### src/sv/cfss_pkg.sv
`timescale 1ns / 1ps
`default_nettype none
// ----------------------------------------------------------------------------
// cfss_pkg - shared types and constants of the frame size search
// payload structs, result kinds, controller command and status bundles
// ----------------------------------------------------------------------------
package cfss_pkg;

  localparam int unsigned PERIOD_W = 16;
  localparam int unsigned TIME_W   = 24;
  localparam int unsigned HP_W     = 32;
  localparam int unsigned MINF_W   = 16;
  localparam int unsigned FRAME_W  = 17;
  localparam int unsigned CAND_W   = FRAME_W + 1;
  localparam int unsigned PROD_W   = HP_W + PERIOD_W;
  localparam int unsigned STEP_W   = $clog2(HP_W);

  // result kinds
  localparam logic [1:0] KIND_SUMMARY = 2'd0;
  localparam logic [1:0] KIND_FOUND   = 2'd1;
  localparam logic [1:0] KIND_NONE    = 2'd2;
  localparam logic [1:0] KIND_CUT     = 2'd3;

  typedef struct packed {
    logic [PERIOD_W-1:0] period;
    logic [TIME_W-1:0]   phase;
    logic [TIME_W-1:0]   exec_time;
    logic [TIME_W-1:0]   deadline;
    logic                last_task;
  } task_t;

  typedef struct packed {
    logic [1:0]         kind;
    logic [HP_W-1:0]    hyperperiod;
    logic [MINF_W-1:0]  min_frame;
    logic [FRAME_W-1:0] max_frame;
    logic [FRAME_W-1:0] frame_size;
    logic               overflow;
    logic               last_result;
  } result_t;

  // operand selection of the shared divider
  typedef enum logic [1:0] {
    DIV_GCD,
    DIV_LCM,
    DIV_SEARCH
  } div_sel_e;

  typedef struct packed {
    logic       load_task;
    logic       div_start;
    div_sel_e   div_sel;
    logic       gcd_step;
    logic       lcm_mul;
    logic       lcm_store;
    logic       prep;
    logic       emit;
    logic [1:0] emit_kind;
    logic       emit_last;
    logic       take;
    logic       cand_inc;
    logic       clear_run;
  } cmd_t;

  typedef struct packed {
    logic need_gcd;
    logic b_zero;
    logic div_done;
    logic rem_zero;
    logic cand_above;
    logic last_task;
    logic out_free;
    logic count_zero;
    logic count_full;
  } status_t;

endpackage
`default_nettype wire

### src/sv/cfss_stream_if.sv
`timescale 1ns / 1ps
`default_nettype none
// ----------------------------------------------------------------------------
// cfss_stream_if - valid/ready channel
// one transfer per clock edge with valid and ready both high
// ----------------------------------------------------------------------------
interface cfss_stream_if #(
  parameter type payload_t = logic
) ();
  logic     valid;
  logic     ready;
  payload_t data;

  modport source (output valid, output data, input ready);
  modport sink   (input valid, input data, output ready);
endinterface
`default_nettype wire

### src/sv/cyclic_frame_size_search_core.sv
`timescale 1ns / 1ps
`default_nettype none
// ----------------------------------------------------------------------------
// cyclic_frame_size_search_core - cyclic executive frame size search
// accumulates hyperperiod, largest execution time and largest window over a
// task set, then lists up to MAX_FOUND frame sizes in range that divide the hyperperiod
// ----------------------------------------------------------------------------
//
//  channel    dir   payload              transfer when
//  ---------  ----  -------------------  ---------------------------
//  task_i     in    cfss_pkg::task_t     task_i.valid & task_i.ready
//  result_o   out   cfss_pkg::result_t   result_o.valid & result_o.ready
//
//  one task at a time; ready is high only while the sequencer is idle
//  a task that starts or follows a saturated set skips the divider; any other
//  runs euclid on the shared divider, one divider pass per remainder step
//  (at most ~24 steps), then one divide and a multiply for the lcm
//  the last task then walks the candidates, and each candidate frame size
//  checked needs one pass of the 32-step divider
//  results leave through a one-deep output register; a stalled result
//  holds the search, task transfers resume once the run is closed
//  reset needs no clearing pass
//
module cyclic_frame_size_search_core #(
  parameter int unsigned MAX_FOUND = 62,
  parameter int unsigned FRAC_BITS = 8
) (
  input  wire logic     clk_i,
  input  wire logic     rst_ni,
  cfss_stream_if.sink   task_i,
  cfss_stream_if.source result_o
);
  import cfss_pkg::*;

  cmd_t    cmd;
  status_t st;
  logic    ready_w;
  logic    task_ready;
  logic    task_accept;
  logic    out_valid;
  result_t out_data;

  // a task transfer completes only while the sequencer is idle
  assign task_ready   = ready_w;
  assign task_accept  = task_i.valid && task_i.ready;
  assign task_i.ready = task_ready;

  // sequencer: owns the state machine, drives the datapath by command
  cfss_ctrl u_ctrl (
    .clk_i    (clk_i),
    .rst_ni   (rst_ni),
    .accept_i (task_accept),
    .st_i     (st),
    .cmd_o    (cmd),
    .ready_o  (ready_w)
  );

  // datapath: running values, shared divider, multiplier, output register
  cfss_datapath #(
    .MAX_FOUND (MAX_FOUND),
    .FRAC_BITS (FRAC_BITS)
  ) u_dp (
    .clk_i       (clk_i),
    .rst_ni      (rst_ni),
    .task_i      (task_i.data),
    .cmd_i       (cmd),
    .st_o        (st),
    .out_valid_o (out_valid),
    .out_data_o  (out_data),
    .out_ready_i (result_o.ready)
  );

  assign result_o.valid = out_valid;
  assign result_o.data  = out_data;

endmodule
`default_nettype wire

### src/sv/cfss_div.sv
`timescale 1ns / 1ps
`default_nettype none
// ----------------------------------------------------------------------------
// cfss_div - iterative restoring divider
// one quotient bit per cycle, quotient and remainder held after done
// ----------------------------------------------------------------------------
module cfss_div (
  input  wire logic                        clk_i,
  input  wire logic                        rst_ni,
  input  wire logic                        start_i,
  input  wire logic [cfss_pkg::HP_W-1:0]    dividend_i,
  input  wire logic [cfss_pkg::FRAME_W-1:0] divisor_i,
  output logic                             done_o,
  output logic [cfss_pkg::HP_W-1:0]         quo_o,
  output logic [cfss_pkg::FRAME_W-1:0]      rem_o
);
  import cfss_pkg::*;

  logic               busy_q;
  logic [STEP_W-1:0]  cnt_q;
  logic               done_q;
  logic [HP_W-1:0]    quo_q;
  logic [FRAME_W-1:0] rem_q;
  logic [FRAME_W-1:0] dvs_q;

  logic [FRAME_W:0]   rem_sh;
  logic [FRAME_W:0]   rem_sub;
  logic               ge;
  logic [FRAME_W-1:0] rem_d;

  assign rem_sh  = {rem_q, quo_q[HP_W-1]};
  assign ge      = rem_sh >= {1'b0, dvs_q};
  assign rem_sub = rem_sh - {1'b0, dvs_q};
  assign rem_d   = ge ? rem_sub[FRAME_W-1:0] : rem_sh[FRAME_W-1:0];

  always_ff @(posedge clk_i or negedge rst_ni) begin
    if (!rst_ni) begin
      busy_q <= 1'b0;
      cnt_q  <= '0;
      done_q <= 1'b0;
    end else begin
      done_q <= 1'b0;
      if (start_i) begin
        busy_q <= 1'b1;
        cnt_q  <= '0;
      end else if (busy_q) begin
        cnt_q <= cnt_q + 1'b1;
        if (cnt_q == STEP_W'(HP_W - 1)) begin
          busy_q <= 1'b0;
          done_q <= 1'b1;
        end
      end
    end
  end

  // operand and partial result registers
  always_ff @(posedge clk_i) begin
    if (start_i) begin
      quo_q <= dividend_i;
      rem_q <= '0;
      dvs_q <= divisor_i;
    end else if (busy_q) begin
      quo_q <= {quo_q[HP_W-2:0], ge};
      rem_q <= rem_d;
    end
  end

  assign done_o = done_q;
  assign quo_o  = quo_q;
  assign rem_o  = rem_q;

  a_no_restart : assert property (@(posedge clk_i) disable iff (!rst_ni)
    start_i |-> !busy_q)
    else $error("divider restarted while busy");

  a_done_ends_busy : assert property (@(posedge clk_i) disable iff (!rst_ni)
    done_q |-> !busy_q)
    else $error("divider done while still busy");

  a_done_pulse : assert property (@(posedge clk_i) disable iff (!rst_ni)
    done_q |=> !done_q)
    else $error("divider done held for more than one cycle");

endmodule
`default_nettype wire

### src/sv/cfss_datapath.sv
`timescale 1ns / 1ps
`default_nettype none
// ----------------------------------------------------------------------------
// cfss_datapath - running values, gcd/lcm datapath and frame size search
// holds the task registers, shared divider, multiplier and output register
// ----------------------------------------------------------------------------
module cfss_datapath #(
  parameter int unsigned MAX_FOUND = 62,
  parameter int unsigned FRAC_BITS = 8
) (
  input  wire logic              clk_i,
  input  wire logic              rst_ni,
  input  wire cfss_pkg::task_t   task_i,
  input  wire cfss_pkg::cmd_t    cmd_i,
  output cfss_pkg::status_t      st_o,
  output logic                   out_valid_o,
  output cfss_pkg::result_t      out_data_o,
  input  wire logic              out_ready_i
);
  import cfss_pkg::*;

  localparam int unsigned CNT_W = $clog2(MAX_FOUND + 1);
  localparam logic [TIME_W:0] RND = (TIME_W + 1)'((1 << FRAC_BITS) - 1);
  localparam logic [TIME_W:0] MX_SAT = (TIME_W + 1)'(1 << MINF_W);

  // running values
  logic [HP_W-1:0]     hyper_q;
  logic                ovf_q;
  logic                first_q;
  logic [TIME_W-1:0]   max_exec_q;
  logic [TIME_W-1:0]   max_win_q;
  logic [CNT_W-1:0]    count_q;
  logic                out_valid_q;

  // per task and search payload
  logic [PERIOD_W-1:0] period_q;
  logic                last_q;
  logic                need_gcd_q;
  logic [HP_W-1:0]     gcd_a_q;
  logic [FRAME_W-1:0]  gcd_b_q;
  logic [PROD_W-1:0]   prod_q;
  logic [MINF_W-1:0]   mn_q;
  logic [FRAME_W-1:0]  mx_q;
  logic [CAND_W-1:0]   cand_q;
  logic [FRAME_W-1:0]  pend_q;
  result_t             out_q;

  logic [PERIOD_W-1:0] p_fix;
  logic [TIME_W-1:0]   win;
  logic [TIME_W-1:0]   exec_sh;
  logic [TIME_W:0]     win_sum;
  logic [TIME_W:0]     win_sh;
  logic [MINF_W-1:0]   mn_d;
  logic [FRAME_W-1:0]  mx_d;
  logic [HP_W-1:0]     dvd;
  logic [FRAME_W-1:0]  dvs;
  logic                div_done;
  logic [HP_W-1:0]     div_quo;
  logic [FRAME_W-1:0]  div_rem;
  logic [PROD_W-1:0]   prod_d;
  logic                out_free;
  result_t             res_d;

  // zero period behaves as period one
  assign p_fix = (task_i.period == '0) ? PERIOD_W'(1) : task_i.period;
  assign win   = (task_i.deadline >= task_i.phase) ? task_i.deadline - task_i.phase
                                                   : task_i.phase - task_i.deadline;

  // frame bounds from the fixed point maxima
  assign exec_sh = max_exec_q >> FRAC_BITS;
  assign mn_d    = (|exec_sh[TIME_W-1:MINF_W]) ? '1 : exec_sh[MINF_W-1:0];
  assign win_sum = {1'b0, max_win_q} + RND;
  assign win_sh  = win_sum >> FRAC_BITS;
  assign mx_d    = (win_sh > MX_SAT) ? MX_SAT[FRAME_W-1:0] : win_sh[FRAME_W-1:0];

  always_comb begin
    case (cmd_i.div_sel)
      DIV_GCD: begin
        dvd = gcd_a_q;
        dvs = gcd_b_q;
      end
      DIV_LCM: begin
        dvd = hyper_q;
        dvs = gcd_a_q[FRAME_W-1:0];
      end
      DIV_SEARCH: begin
        dvd = hyper_q;
        dvs = cand_q[FRAME_W-1:0];
      end
      default: begin
        dvd = hyper_q;
        dvs = cand_q[FRAME_W-1:0];
      end
    endcase
  end

  cfss_div u_div (
    .clk_i      (clk_i),
    .rst_ni     (rst_ni),
    .start_i    (cmd_i.div_start),
    .dividend_i (dvd),
    .divisor_i  (dvs),
    .done_o     (div_done),
    .quo_o      (div_quo),
    .rem_o      (div_rem)
  );

  assign prod_d   = PROD_W'(div_quo) * PROD_W'(period_q);
  assign out_free = !out_valid_q || out_ready_i;

  always_comb begin
    res_d             = '0;
    res_d.kind        = cmd_i.emit_kind;
    res_d.last_result = cmd_i.emit_last;
    if (cmd_i.emit_kind == KIND_SUMMARY) begin
      res_d.hyperperiod = hyper_q;
      res_d.min_frame   = mn_q;
      res_d.max_frame   = mx_q;
      res_d.overflow    = ovf_q;
    end else if (cmd_i.emit_kind == KIND_FOUND) begin
      res_d.frame_size  = pend_q;
    end
  end

  always_ff @(posedge clk_i or negedge rst_ni) begin
    if (!rst_ni) begin
      hyper_q     <= '0;
      ovf_q       <= 1'b0;
      first_q     <= 1'b1;
      max_exec_q  <= '0;
      max_win_q   <= '0;
      count_q     <= '0;
      out_valid_q <= 1'b0;
    end else begin
      if (cmd_i.load_task) begin
        if (first_q) begin
          hyper_q <= HP_W'(p_fix);
          first_q <= 1'b0;
        end
        if (task_i.exec_time > max_exec_q) max_exec_q <= task_i.exec_time;
        if (win > max_win_q) max_win_q <= win;
      end
      if (cmd_i.lcm_store) begin
        if (|prod_q[PROD_W-1:HP_W]) begin
          hyper_q <= '1;
          ovf_q   <= 1'b1;
        end else begin
          hyper_q <= prod_q[HP_W-1:0];
        end
      end
      if (cmd_i.prep) count_q <= '0;
      else if (cmd_i.take) count_q <= count_q + 1'b1;
      if (cmd_i.clear_run) begin
        hyper_q    <= '0;
        ovf_q      <= 1'b0;
        first_q    <= 1'b1;
        max_exec_q <= '0;
        max_win_q  <= '0;
      end
      if (cmd_i.emit) out_valid_q <= 1'b1;
      else if (out_ready_i) out_valid_q <= 1'b0;
    end
  end

  always_ff @(posedge clk_i) begin
    if (cmd_i.load_task) begin
      period_q   <= p_fix;
      last_q     <= task_i.last_task;
      need_gcd_q <= !first_q && !ovf_q;
      gcd_a_q    <= hyper_q;
      gcd_b_q    <= FRAME_W'(p_fix);
    end
    if (cmd_i.gcd_step) begin
      gcd_a_q <= HP_W'(gcd_b_q);
      gcd_b_q <= div_rem;
    end
    if (cmd_i.lcm_mul) prod_q <= prod_d;
    if (cmd_i.prep) begin
      mn_q   <= mn_d;
      mx_q   <= mx_d;
      cand_q <= (mn_d == '0) ? CAND_W'(1) : CAND_W'(mn_d);
    end
    if (cmd_i.take) pend_q <= cand_q[FRAME_W-1:0];
    if (cmd_i.cand_inc) cand_q <= cand_q + 1'b1;
    if (cmd_i.emit) out_q <= res_d;
  end

  always_comb begin
    st_o            = '0;
    st_o.need_gcd   = need_gcd_q;
    st_o.b_zero     = (gcd_b_q == '0);
    st_o.div_done   = div_done;
    st_o.rem_zero   = (div_rem == '0);
    st_o.cand_above = cand_q > {1'b0, mx_q};
    st_o.last_task  = last_q;
    st_o.out_free   = out_free;
    st_o.count_zero = (count_q == '0);
    st_o.count_full = (count_q == CNT_W'(MAX_FOUND));
  end

  assign out_valid_o = out_valid_q;
  assign out_data_o  = out_q;

  a_emit_into_free : assert property (@(posedge clk_i) disable iff (!rst_ni)
    cmd_i.emit |-> out_free)
    else $error("result written over an untaken transfer");

  a_saturate : assert property (@(posedge clk_i) disable iff (!rst_ni)
    cmd_i.lcm_store && (|prod_q[PROD_W-1:HP_W]) |=> (hyper_q == '1) && ovf_q)
    else $error("hyperperiod overflow not saturated");

  a_count_bound : assert property (@(posedge clk_i) disable iff (!rst_ni)
    count_q <= CNT_W'(MAX_FOUND))
    else $error("found count beyond limit");

  a_take_not_full : assert property (@(posedge clk_i) disable iff (!rst_ni)
    cmd_i.take |-> (count_q != CNT_W'(MAX_FOUND)))
    else $error("frame size taken with full list");

endmodule
`default_nettype wire

### src/sv/cfss_ctrl.sv
`timescale 1ns / 1ps
`default_nettype none
// ----------------------------------------------------------------------------
// cfss_ctrl - sequencer of the frame size search
// steps euclid, lcm update, summary and candidate walk through the datapath
// ----------------------------------------------------------------------------
module cfss_ctrl (
  input  wire logic              clk_i,
  input  wire logic              rst_ni,
  input  wire logic              accept_i,
  input  wire cfss_pkg::status_t st_i,
  output cfss_pkg::cmd_t         cmd_o,
  output logic                   ready_o
);
  import cfss_pkg::*;

  typedef enum logic [3:0] {
    S_IDLE,
    S_DISPATCH,
    S_GCD_TEST,
    S_GCD_WAIT,
    S_LCM_DIV,
    S_LCM_WAIT,
    S_LCM_STORE,
    S_CHECK_LAST,
    S_EMIT_SUM,
    S_SEARCH_TEST,
    S_SEARCH_WAIT,
    S_FOUND,
    S_CUT,
    S_FINISH
  } state_e;

  state_e state_q, state_d;
  logic   ready_q, ready_d;

  always_comb begin
    state_d = state_q;
    ready_d = ready_q;
    cmd_o   = '0;
    case (state_q)
      S_IDLE: begin
        if (accept_i) begin
          cmd_o.load_task = 1'b1;
          ready_d         = 1'b0;
          state_d         = S_DISPATCH;
        end
      end
      S_DISPATCH: begin
        state_d = st_i.need_gcd ? S_GCD_TEST : S_CHECK_LAST;
      end
      S_GCD_TEST: begin
        if (st_i.b_zero) begin
          state_d = S_LCM_DIV;
        end else begin
          cmd_o.div_start = 1'b1;
          cmd_o.div_sel   = DIV_GCD;
          state_d         = S_GCD_WAIT;
        end
      end
      S_GCD_WAIT: begin
        cmd_o.div_sel = DIV_GCD;
        if (st_i.div_done) begin
          cmd_o.gcd_step = 1'b1;
          state_d        = S_GCD_TEST;
        end
      end
      S_LCM_DIV: begin
        cmd_o.div_start = 1'b1;
        cmd_o.div_sel   = DIV_LCM;
        state_d         = S_LCM_WAIT;
      end
      S_LCM_WAIT: begin
        cmd_o.div_sel = DIV_LCM;
        if (st_i.div_done) begin
          cmd_o.lcm_mul = 1'b1;
          state_d       = S_LCM_STORE;
        end
      end
      S_LCM_STORE: begin
        cmd_o.lcm_store = 1'b1;
        state_d         = S_CHECK_LAST;
      end
      S_CHECK_LAST: begin
        if (st_i.last_task) begin
          cmd_o.prep = 1'b1;
          state_d    = S_EMIT_SUM;
        end else begin
          ready_d = 1'b1;
          state_d = S_IDLE;
        end
      end
      S_EMIT_SUM: begin
        if (st_i.out_free) begin
          cmd_o.emit      = 1'b1;
          cmd_o.emit_kind = KIND_SUMMARY;
          state_d         = S_SEARCH_TEST;
        end
      end
      S_SEARCH_TEST: begin
        cmd_o.div_sel = DIV_SEARCH;
        if (st_i.cand_above) begin
          state_d = S_FINISH;
        end else begin
          cmd_o.div_start = 1'b1;
          state_d         = S_SEARCH_WAIT;
        end
      end
      S_SEARCH_WAIT: begin
        cmd_o.div_sel = DIV_SEARCH;
        if (st_i.div_done) begin
          if (st_i.rem_zero) begin
            state_d = S_FOUND;
          end else begin
            cmd_o.cand_inc = 1'b1;
            state_d        = S_SEARCH_TEST;
          end
        end
      end
      S_FOUND: begin
        // the held size goes out once a later one shows it is not last, or at finish as the last result
        if (st_i.count_zero) begin
          cmd_o.take     = 1'b1;
          cmd_o.cand_inc = 1'b1;
          state_d        = S_SEARCH_TEST;
        end else if (st_i.out_free) begin
          cmd_o.emit      = 1'b1;
          cmd_o.emit_kind = KIND_FOUND;
          if (st_i.count_full) begin
            state_d = S_CUT;
          end else begin
            cmd_o.take     = 1'b1;
            cmd_o.cand_inc = 1'b1;
            state_d        = S_SEARCH_TEST;
          end
        end
      end
      S_CUT: begin
        if (st_i.out_free) begin
          cmd_o.emit      = 1'b1;
          cmd_o.emit_kind = KIND_CUT;
          cmd_o.emit_last = 1'b1;
          cmd_o.clear_run = 1'b1;
          ready_d         = 1'b1;
          state_d         = S_IDLE;
        end
      end
      S_FINISH: begin
        if (st_i.out_free) begin
          cmd_o.emit      = 1'b1;
          cmd_o.emit_kind = st_i.count_zero ? KIND_NONE : KIND_FOUND;
          cmd_o.emit_last = 1'b1;
          cmd_o.clear_run = 1'b1;
          ready_d         = 1'b1;
          state_d         = S_IDLE;
        end
      end
      default: begin
        ready_d = 1'b1;
        state_d = S_IDLE;
      end
    endcase
  end

  always_ff @(posedge clk_i or negedge rst_ni) begin
    if (!rst_ni) begin
      state_q <= S_IDLE;
      ready_q <= 1'b1;
    end else begin
      state_q <= state_d;
      ready_q <= ready_d;
    end
  end

  assign ready_o = ready_q;

  a_ready_idle : assert property (@(posedge clk_i) disable iff (!rst_ni)
    ready_q |-> state_q == S_IDLE)
    else $error("ready outside idle");

  a_wait_has_div : assert property (@(posedge clk_i) disable iff (!rst_ni)
    cmd_o.div_start |=> (state_q == S_GCD_WAIT) || (state_q == S_LCM_WAIT)
                        || (state_q == S_SEARCH_WAIT))
    else $error("divider started without a wait state");

  a_load_when_ready : assert property (@(posedge clk_i) disable iff (!rst_ni)
    cmd_o.load_task |-> ready_q && (state_q == S_IDLE))
    else $error("task loaded while sequencer busy");

endmodule
`default_nettype wire
### src/flat_wrapper.sv
// flat-port wrapper written by rule: the top's interface ports become plain ports
module cyclic_frame_size_search_core_flat import cfss_pkg::*;
#(
  parameter int unsigned MAX_FOUND = 62,
  parameter int unsigned FRAC_BITS = 8
)
  (clk_i, rst_ni, task_i_valid, task_i_data, task_i_ready, result_o_valid, result_o_data, result_o_ready);
  cfss_stream_if task_i_i ();
  cfss_stream_if result_o_i ();
  input  wire logic clk_i;
  input  wire logic rst_ni;
  input wire logic [$bits(task_i_i.valid)-1:0] task_i_valid;
  input wire logic [$bits(task_i_i.data)-1:0] task_i_data;
  output wire logic [$bits(task_i_i.ready)-1:0] task_i_ready;
  output wire logic [$bits(result_o_i.valid)-1:0] result_o_valid;
  output wire logic [$bits(result_o_i.data)-1:0] result_o_data;
  input wire logic [$bits(result_o_i.ready)-1:0] result_o_ready;
  assign task_i_i.valid = task_i_valid;
  assign task_i_i.data = task_i_data;
  assign task_i_ready = task_i_i.ready;
  assign result_o_valid = result_o_i.valid;
  assign result_o_data = result_o_i.data;
  assign result_o_i.ready = result_o_ready;
  cyclic_frame_size_search_core #(.MAX_FOUND(MAX_FOUND), .FRAC_BITS(FRAC_BITS)) u_core (.clk_i(clk_i), .rst_ni(rst_ni), .task_i(task_i_i), .result_o(result_o_i));
endmodule
### config.mk
export PLATFORM = sky130hd
export DESIGN_NAME = cyclic_frame_size_search_core_flat
export DESIGN_NICKNAME = d
export VERILOG_FILES = /design/src/sv/cfss_pkg.sv /design/src/sv/cfss_stream_if.sv /design/src/sv/cyclic_frame_size_search_core.sv /design/src/sv/cfss_div.sv /design/src/sv/cfss_datapath.sv /design/src/sv/cfss_ctrl.sv /design/src/flat_wrapper.sv
export SDC_FILE = /design/constraint.sdc
export NUM_CORES = 1
export LEC_CHECK = 0
export ABC_CLOCK_PERIOD_IN_PS = 2600
export BUFFER_PORTS_ARGS = -buffer_cell sky130_fd_sc_hd__buf_2
export CELL_PAD_IN_SITES_DETAIL_PLACEMENT = 0
export CELL_PAD_IN_SITES_GLOBAL_PLACEMENT = 1
export CORE_MARGIN = 2
export CORE_UTILIZATION = 30
export DETAILED_ROUTE_END_ITERATION = 10
export GPL_TIMING_DRIVEN = 0
export PLACE_DENSITY_LB_ADDON = 0.1
export SLEW_MARGIN = 15
export SYNTH_ARGS = -nofsm -noshare
export SYNTH_HDL_FRONTEND = slang
export SYNTH_SLANG_ARGS = --single-unit
### constraint.sdc
create_clock -name clk_i -period 2.6 [get_ports clk_i]
set_input_delay 0.39 -clock clk_i [delete_from_list [all_inputs] [get_ports clk_i]]
set_output_delay 0.39 -clock clk_i [all_outputs]
set_load 0.02 [all_outputs]
* Yosys cells after proc, flatten, opt, wreduce, memory -nomap -nowiden
Cells that the tools add are included.
** Operators by class
- Order comparisons :: 5
- Eq/ne operators :: 24
- Bitwise logic cells :: 1
- Mux-type cells :: 85
- Reductions and logical operators :: 33
- $add $sub $neg :: 5
** Operators by type and width (count)
- 2-to-1 mux 32 bit :: 7
- 2-to-1 mux 24 bit :: 6
- 2-to-1 mux 17 bit :: 5
- case mux 4 bit (13 select lines) :: 1
- greater-than comparator 1 x 24 -> 1 bit (first input constant) :: 2
- 2-to-1 mux 4 bit :: 11
- 2-to-1 mux 18 bit :: 2
- zero test 17 bit :: 2
- case mux 17 bit (2 select lines) :: 1
- 2-to-1 mux 1 bit :: 28
- adder 24 x 8 -> 25 bit (second input constant) :: 1
- == test 4 bit (second input constant) :: 6
- 2-to-1 mux 3 bit :: 8
- adder 18 x 1 -> 18 bit (second input constant) :: 1
- >= comparator 18 x 17 -> 1 bit :: 1
- greater-than comparator 18 x 17 -> 1 bit :: 1
- nonzero test 2 bit :: 9
- greater-than comparator 17 bit (second input constant) :: 1
- subtractor 17 bit :: 1
- == test 4 x 3 -> 1 bit (second input constant) :: 4
- zero test 16 bit :: 1
- 2-to-1 mux 16 bit :: 1
- 2-to-1 mux 6 bit :: 2
- case mux 3 bit (4 select lines) :: 1
- 29 further kinds :: 50
** Storage, ports and cells
- Word-level logic and storage cells :: 177
- Input bits :: 5
- Output and inout bits :: 3
- Bits in registers :: 286

* Longest topological paths before layout
- Word-level depth :: 7
- Mapped depth :: 12
- Depth with buffers taken out :: 11

* By module
A second synthesis with hierarchy kept.
** Second synthesis, totals
- Cell total of the unflattened synthesis :: 3960
- Area, all modules :: 39507.9 um^2
** By module, submodules not included
- cfss_datapath :: area each 34942.3 um^2, sequential area each 10156.0 um^2, times used 1, cells each 3539
- cfss_div :: area each 3936.3 um^2, sequential area each 1986.9 um^2, times used 1, cells each 335
- cfss_ctrl :: area each 619.3 um^2, sequential area each 126.4 um^2, times used 1, cells each 84
- cyclic_frame_size_search_core :: area each 10.0 um^2, sequential area each 0.0 um^2, times used 1, cells each 2

* Worst setup path after synthesis
OpenSTA, ideal clock, no wires.
- Path type :: register -> register
- Start point :: reg u_core.u_dp.u_div.quo_q[31], in the netlist u_core.u_dp.u_div.quo_o[31]
- End point :: reg u_core.u_dp.u_div.rem_q[0], in the netlist u_core.u_dp.u_div.rem_o[0]
- Path slack :: -83 ps
- Cell stages (with the launch flop) :: 13
- Period minus slack after synthesis :: 2683 ps
- Data arrival time :: 2603 ps
- Cells stage by stage :: edfxtp_1 > inv_1 > ha_1 > inv_1 > fa_1 > a211oi_1 > o21a_1 > a21boi_2 > o21ai_1 > and4_1 > buf_2 > mux2_2 > a211oi_2
** On the way
- Word-level cells in the longest chain between the ends :: 2
- Elaborated cells on any way between the ends :: 3
- Those cells by class :: 1 x add/sub; 1 x order compare; 1 x mux
** RTL lines
- from (decl) :: RTL line cfss_div.sv:22 : logic [HP_W-1:0] quo_q;
- from (signal assigned) :: RTL line cfss_div.sv:59 : quo_q <= dividend_i;
- from (signal assigned) :: RTL line cfss_div.sv:63 : quo_q <= {quo_q[HP_W-2:0], ge};
- subtractor 17 bit / >= comparator 18 x 17 -> 1 bit (equally long branches) :: RTL line cfss_div.sv:33, cfss_div.sv:32
- 2-to-1 mux 17 bit (*) :: RTL line cfss_div.sv:34 : assign rem_d = ge ? rem_sub[FRAME_W-1:0] : rem_sh[FRAME_W-1:0];
- to (signal assigned) :: RTL line cfss_div.sv:64 : rem_q <= rem_d;
- to (decl) :: RTL line cfss_div.sv:23 : logic [FRAME_W-1:0] rem_q;
Mark *: on every way between the ends. The rest lies on a longest branch, timed or not.
A chain may end at the register's enable or synchronous reset.

* Worst setup path in the final report
- Start point :: reg u_core.u_dp.u_div.quo_q[31], in the netlist u_core.u_dp.u_div.quo_o[31]
- End point :: reg u_core.u_dp.u_div.rem_q[12], in the netlist u_core.u_dp.u_div.rem_o[12]
Same word-level chain as after synthesis.

==> flow_summary.json <==
{
  "post-route-period-util_pct": 104,
  "cap_viol_max_count": 0,
  "relSlewSlack_pct": 53.0,
  "grtUsageMet1_pct": 25.5,
  "synth_compound_area_share_pct": 13.0,
  "fin_ws_ns": -0.109,
  "clock.fmax_mhz": 369,
  "core_um2": 34500,
  "worst_pin_slew_ns": 0.699,
  "grt_pass1_wl_um": 48200,
  "cp-end-kind": "flip-flop",
  "cts_buffer_depth": 3,
  "power_w": 0.00775,
  "hold_class": "in2reg",
  "ys_seq_area_share_pct": 57.4,
  "layout_commonest_cell": "nand2_1",
  "grt.met2_usage_pct": 27.3,
  "drv_slew": 0,
  "clkSinkCount": 220,
  "clk_pin_slew_worst_paths_ns": 0.06,
  "num_vias": 7652,
  "grt_max_degree": 34,
  "critical_path_required_ns": 3.05,
  "ios": 8,
  "start_kind": "flip-flop",
  "postLayoutCoreUtil_pct": 37.1,
  "routed_via_density": 4.99,
  "violations": "setup timing",
  "synthAdderAreaFrac_pct": 3.05,
  "numCtsBuffers": 27,
  "track_usage_pct": 17.3,
  "synthCells": 982,
  "hpwl_um": 20800,
  "synth_area_per_cell_um2": 10.7,
  "top_usage_layer": "met2",
  "synth_top_family_by_area": "simple AND/OR/NAND/NOR gates",
  "rsz0062_at_grt": "true",
  "max-vdd-ir-drop_mv": 0.616,
  "synthTopCellsByArea": "edfxtp_1 39%, dfrtp_1 12%, dfxtp_1 6.1%, nand2_1 5.7%, mux2i_1 4.5%",
  "wl_um": 30700,
  "root_buffer": "clkbuf_16",
  "power.density_nw_per_um2": 604,
  "status": "complete, but fails checks",
  "drt-initial-drc-count": 432,
  "antenna_left": 0,
  "place_congestion": 0.779,
  "grt_pass1_vias": 7709,
  "insertedDiodeCount": 0,
  "yosys.area.top_type": "edfxtp_1",
  "syn-num-nets": 1012,
  "ys_ff_latch": 220,
  "skew_ns": 0.0100,
  "synth.top_cell.area_share_pct": 38.9,
  "first_pass_iters": 5,
  "cpMostUsedCell": "inv_2",
  "hold_viol_final": 0,
  "cpPeakStageDelay_ns": 0.45,
  "critical_path_class": "reg2reg",
  "min_period_ns": 2.71,
  "async_reset_ff_share_pct": 23.6,
  "die_x_um": 191,
  "h-tree-depth": 1,
  "cp.arrival_ns": 3.16,
  "drive_above_1_share_pct": 15.8,
  "cts_tree": "done",
  "path_cells": "inv_2 > ha_4 > inv_2 > fa_2 > a211oi_2 > o21a_1 > a21boi_4 > o311ai_2 > mux2i_1 > o21ai_0 > a311oi_1",
  "finalSetupViolations": 16,
  "num_rows": 68,
  "p_leak_nw": 5.20,
  "crit_buf_inv": 2,
  "start_util_pct": 30.4,
  "crit_path_max_fanout": 5,
  "clock_latency_ns": 0.54,
  "yosys.cell_types.count": 63,
  "synth_flop_cell": "edfxtp_1",
  "final_cell_mix": "156 x nand2_1, 136 x edfxtp_1, 108 x nor2_1, 63 x a21oi_1, 50 x dfrtp_1",
  "cp_slowest_cell": "edfxtp_1",
  "die_area_um2": 36500,
  "port_buffers": 7,
  "area_delta_synth_final_pct": 22.0,
  "synth_mux_area_share_pct": 4.69,
  "crit_family": "compound AO/OA/AOI/OAI gates",
  "overflow": 0,
  "wire_per_inst_um": 20.0,
  "synth_edf_count": 136,
  "yosys.area_share.simple_pct": 15.7,
  "post-route-drc-count": 0,
  "use_met3_pct": 2.18,
  "yosys_warnings": 0,
  "synth-xor-area-share_pct": 2.75,
  "nNetsFinal": 1089,
  "fp.dieH_um": 191,
  "antenna_found_initial": 0,
  "synth_area_um2": 10500
}
==> synthesized netlist by cell type (3+ instances only) <==
cell type	instances
dfrtp_1	50
a21o_1	8
and4_1	3
nor2_1	112
nand4_1	9
clkbuf_8	3
and2_1	17
dfxtp_1	32
a22o_1	32
xor2_1	18
nand2b_1	9
nand3_1	15
o21a_1	6
clkbuf_1	31
nor4_1	14
xnor2_1	15
edfxtp_1	136
or3_1	6
nor3_1	5
mux2i_1	47
nand2_1	159
inv_1	32
o21ai_0	23
and3_1	11
a22oi_1	18
ha_1	24
nor2b_1	5
a21oi_1	67
a41oi_1	3
a211oi_1	14
buf_2	13
==> final timing paths <==
check                           slack [ns]                                       end  depth (start not counted)                                   from
worst max-delay path                 -0.11  u_core.u_dp.u_div.rem_o[12]$_SDFFE_PP0P_                         11  u_core.u_dp.u_div.quo_o[31]$_DFFE_PP_
max in group asynchronous             1.74         u_core.u_ctrl.ready_o$_DFFE_PN1P_                          3                                 rst_ni
worst min register to register        0.45          u_core.u_dp.prod_q[13]$_DFFE_PP_                          0  u_core.u_dp.u_div.quo_o[13]$_DFFE_PP_
min in group asynchronous             0.28       u_core.u_dp.hyper_q[22]$_DFFE_PN0P_                          2                                 rst_ni
worst min-delay path                  0.03              u_core.u_dp.last_q$_DFFE_PP_                          1                            task_i_data
worst max register to register       -0.11  u_core.u_dp.u_div.rem_o[12]$_SDFFE_PP0P_                         11  u_core.u_dp.u_div.quo_o[31]$_DFFE_PP_
==> worst register-to-register path: stages (launching register included) <==
cell and delay, ns:
edfxtp_1 0.45, inv_2 0.14, ha_4 0.14, inv_2 0.04, fa_2 0.37, a211oi_2 0.19
o21a_1 0.21, a21boi_4 0.11, o311ai_2 0.35, mux2i_1 0.21, o21ai_0 0.13, a311oi_1 0.28
==> where the power goes <==
group	internal [W]	switching (W)	total, W
clock	0.00253	0.00152	0.00405
combinational	0.00000702	0.0000206	0.0000276
sequential	0.00367	0.0000000000000000000437	0.00367
total	0.00621	0.00154	0.00775
==> cells by family (layout without fill, tap and decap cells) <==
kind of cell / after synthesis / after routing
multiplexers: 49 / 49
adder cells (fa/ha/maj): 25 / 25
AND/OR/NAND/NOR: 373 / 374
XOR/XNOR: 33 / 33
buffers and inverters: 81 / 178
AO/OA/AOI/OAI: 201 / 201
flip-flops: 220 / 220
==> sequential cells by signal (all words and copies together), names as in the netlist, 5 cells and up <==
| name | count |
|---|---|
| u_core.u_dp.gcd_a_q | 32 |
| u_core.u_dp.hyper_q | 32 |
| u_core.u_dp.prod_q | 32 |
| u_core.u_dp.u_div.quo_o | 32 |
| u_core.u_dp.cand_q | 18 |
| u_core.u_dp.gcd_b_q | 17 |
| u_core.u_dp.u_div.dvs_q | 17 |
| u_core.u_dp.u_div.rem_o | 17 |
| u_core.u_dp.count_q | 6 |
| u_core.u_dp.u_div.cnt_q | 5 |
==> timing repair <==
action | CTS | global route
endpoints found under the hold margin | 19 | 0
setup buffers | 23 | 15
hold buffers | 1 | 0
pin swaps | 24 | 11
resized for setup | 71 | 28
cloned | 2 | 0
setup endpoints to repair | 222 | 206
==> stage by stage <==
step | std cells | instance area (um2) | hold WS, ns | TNS [ns] | setup WS [ns]
detailed placement | 1447 | 11200 | 0.314 | -104.02 | -0.998
global route | 1535 | 12800 | 0.0160 | -2.95 | -0.223
CTS | 1523 | 12600 | 0.00688 | -1.63 | -0.182
finish | 1535 | 12800 | 0.0300 | -0.914 | -0.109
floorplan | 982 | 10500 | 0.0944 | -0.0499 | -0.0499
global placement | 1444 | 11100 | 0.432 | -144.84 | -1.02
==> layout make-up <==
class / count / area, um2
Multi-Input combinational cell: 682 / 4420
Sequential cell: 220 / 6030
Buffer: 47 / 315
Clock inverter: 16 / 231
Inverter: 32 / 124
Fill cell: 3516 / 21700
Clock buffer: 34 / 712
Tap cell: 455 / 569
Timing Repair Buffer: 49 / 424
==> routing by layer <==
metal,part of all wire (%),vias to the layer above
li1,-,3692
met1,49,3828
met2,45,100
met3,3.8,32
met4,1.7,0
met5,0,-
No activity file was read; power rests on OpenSTA's default activity.
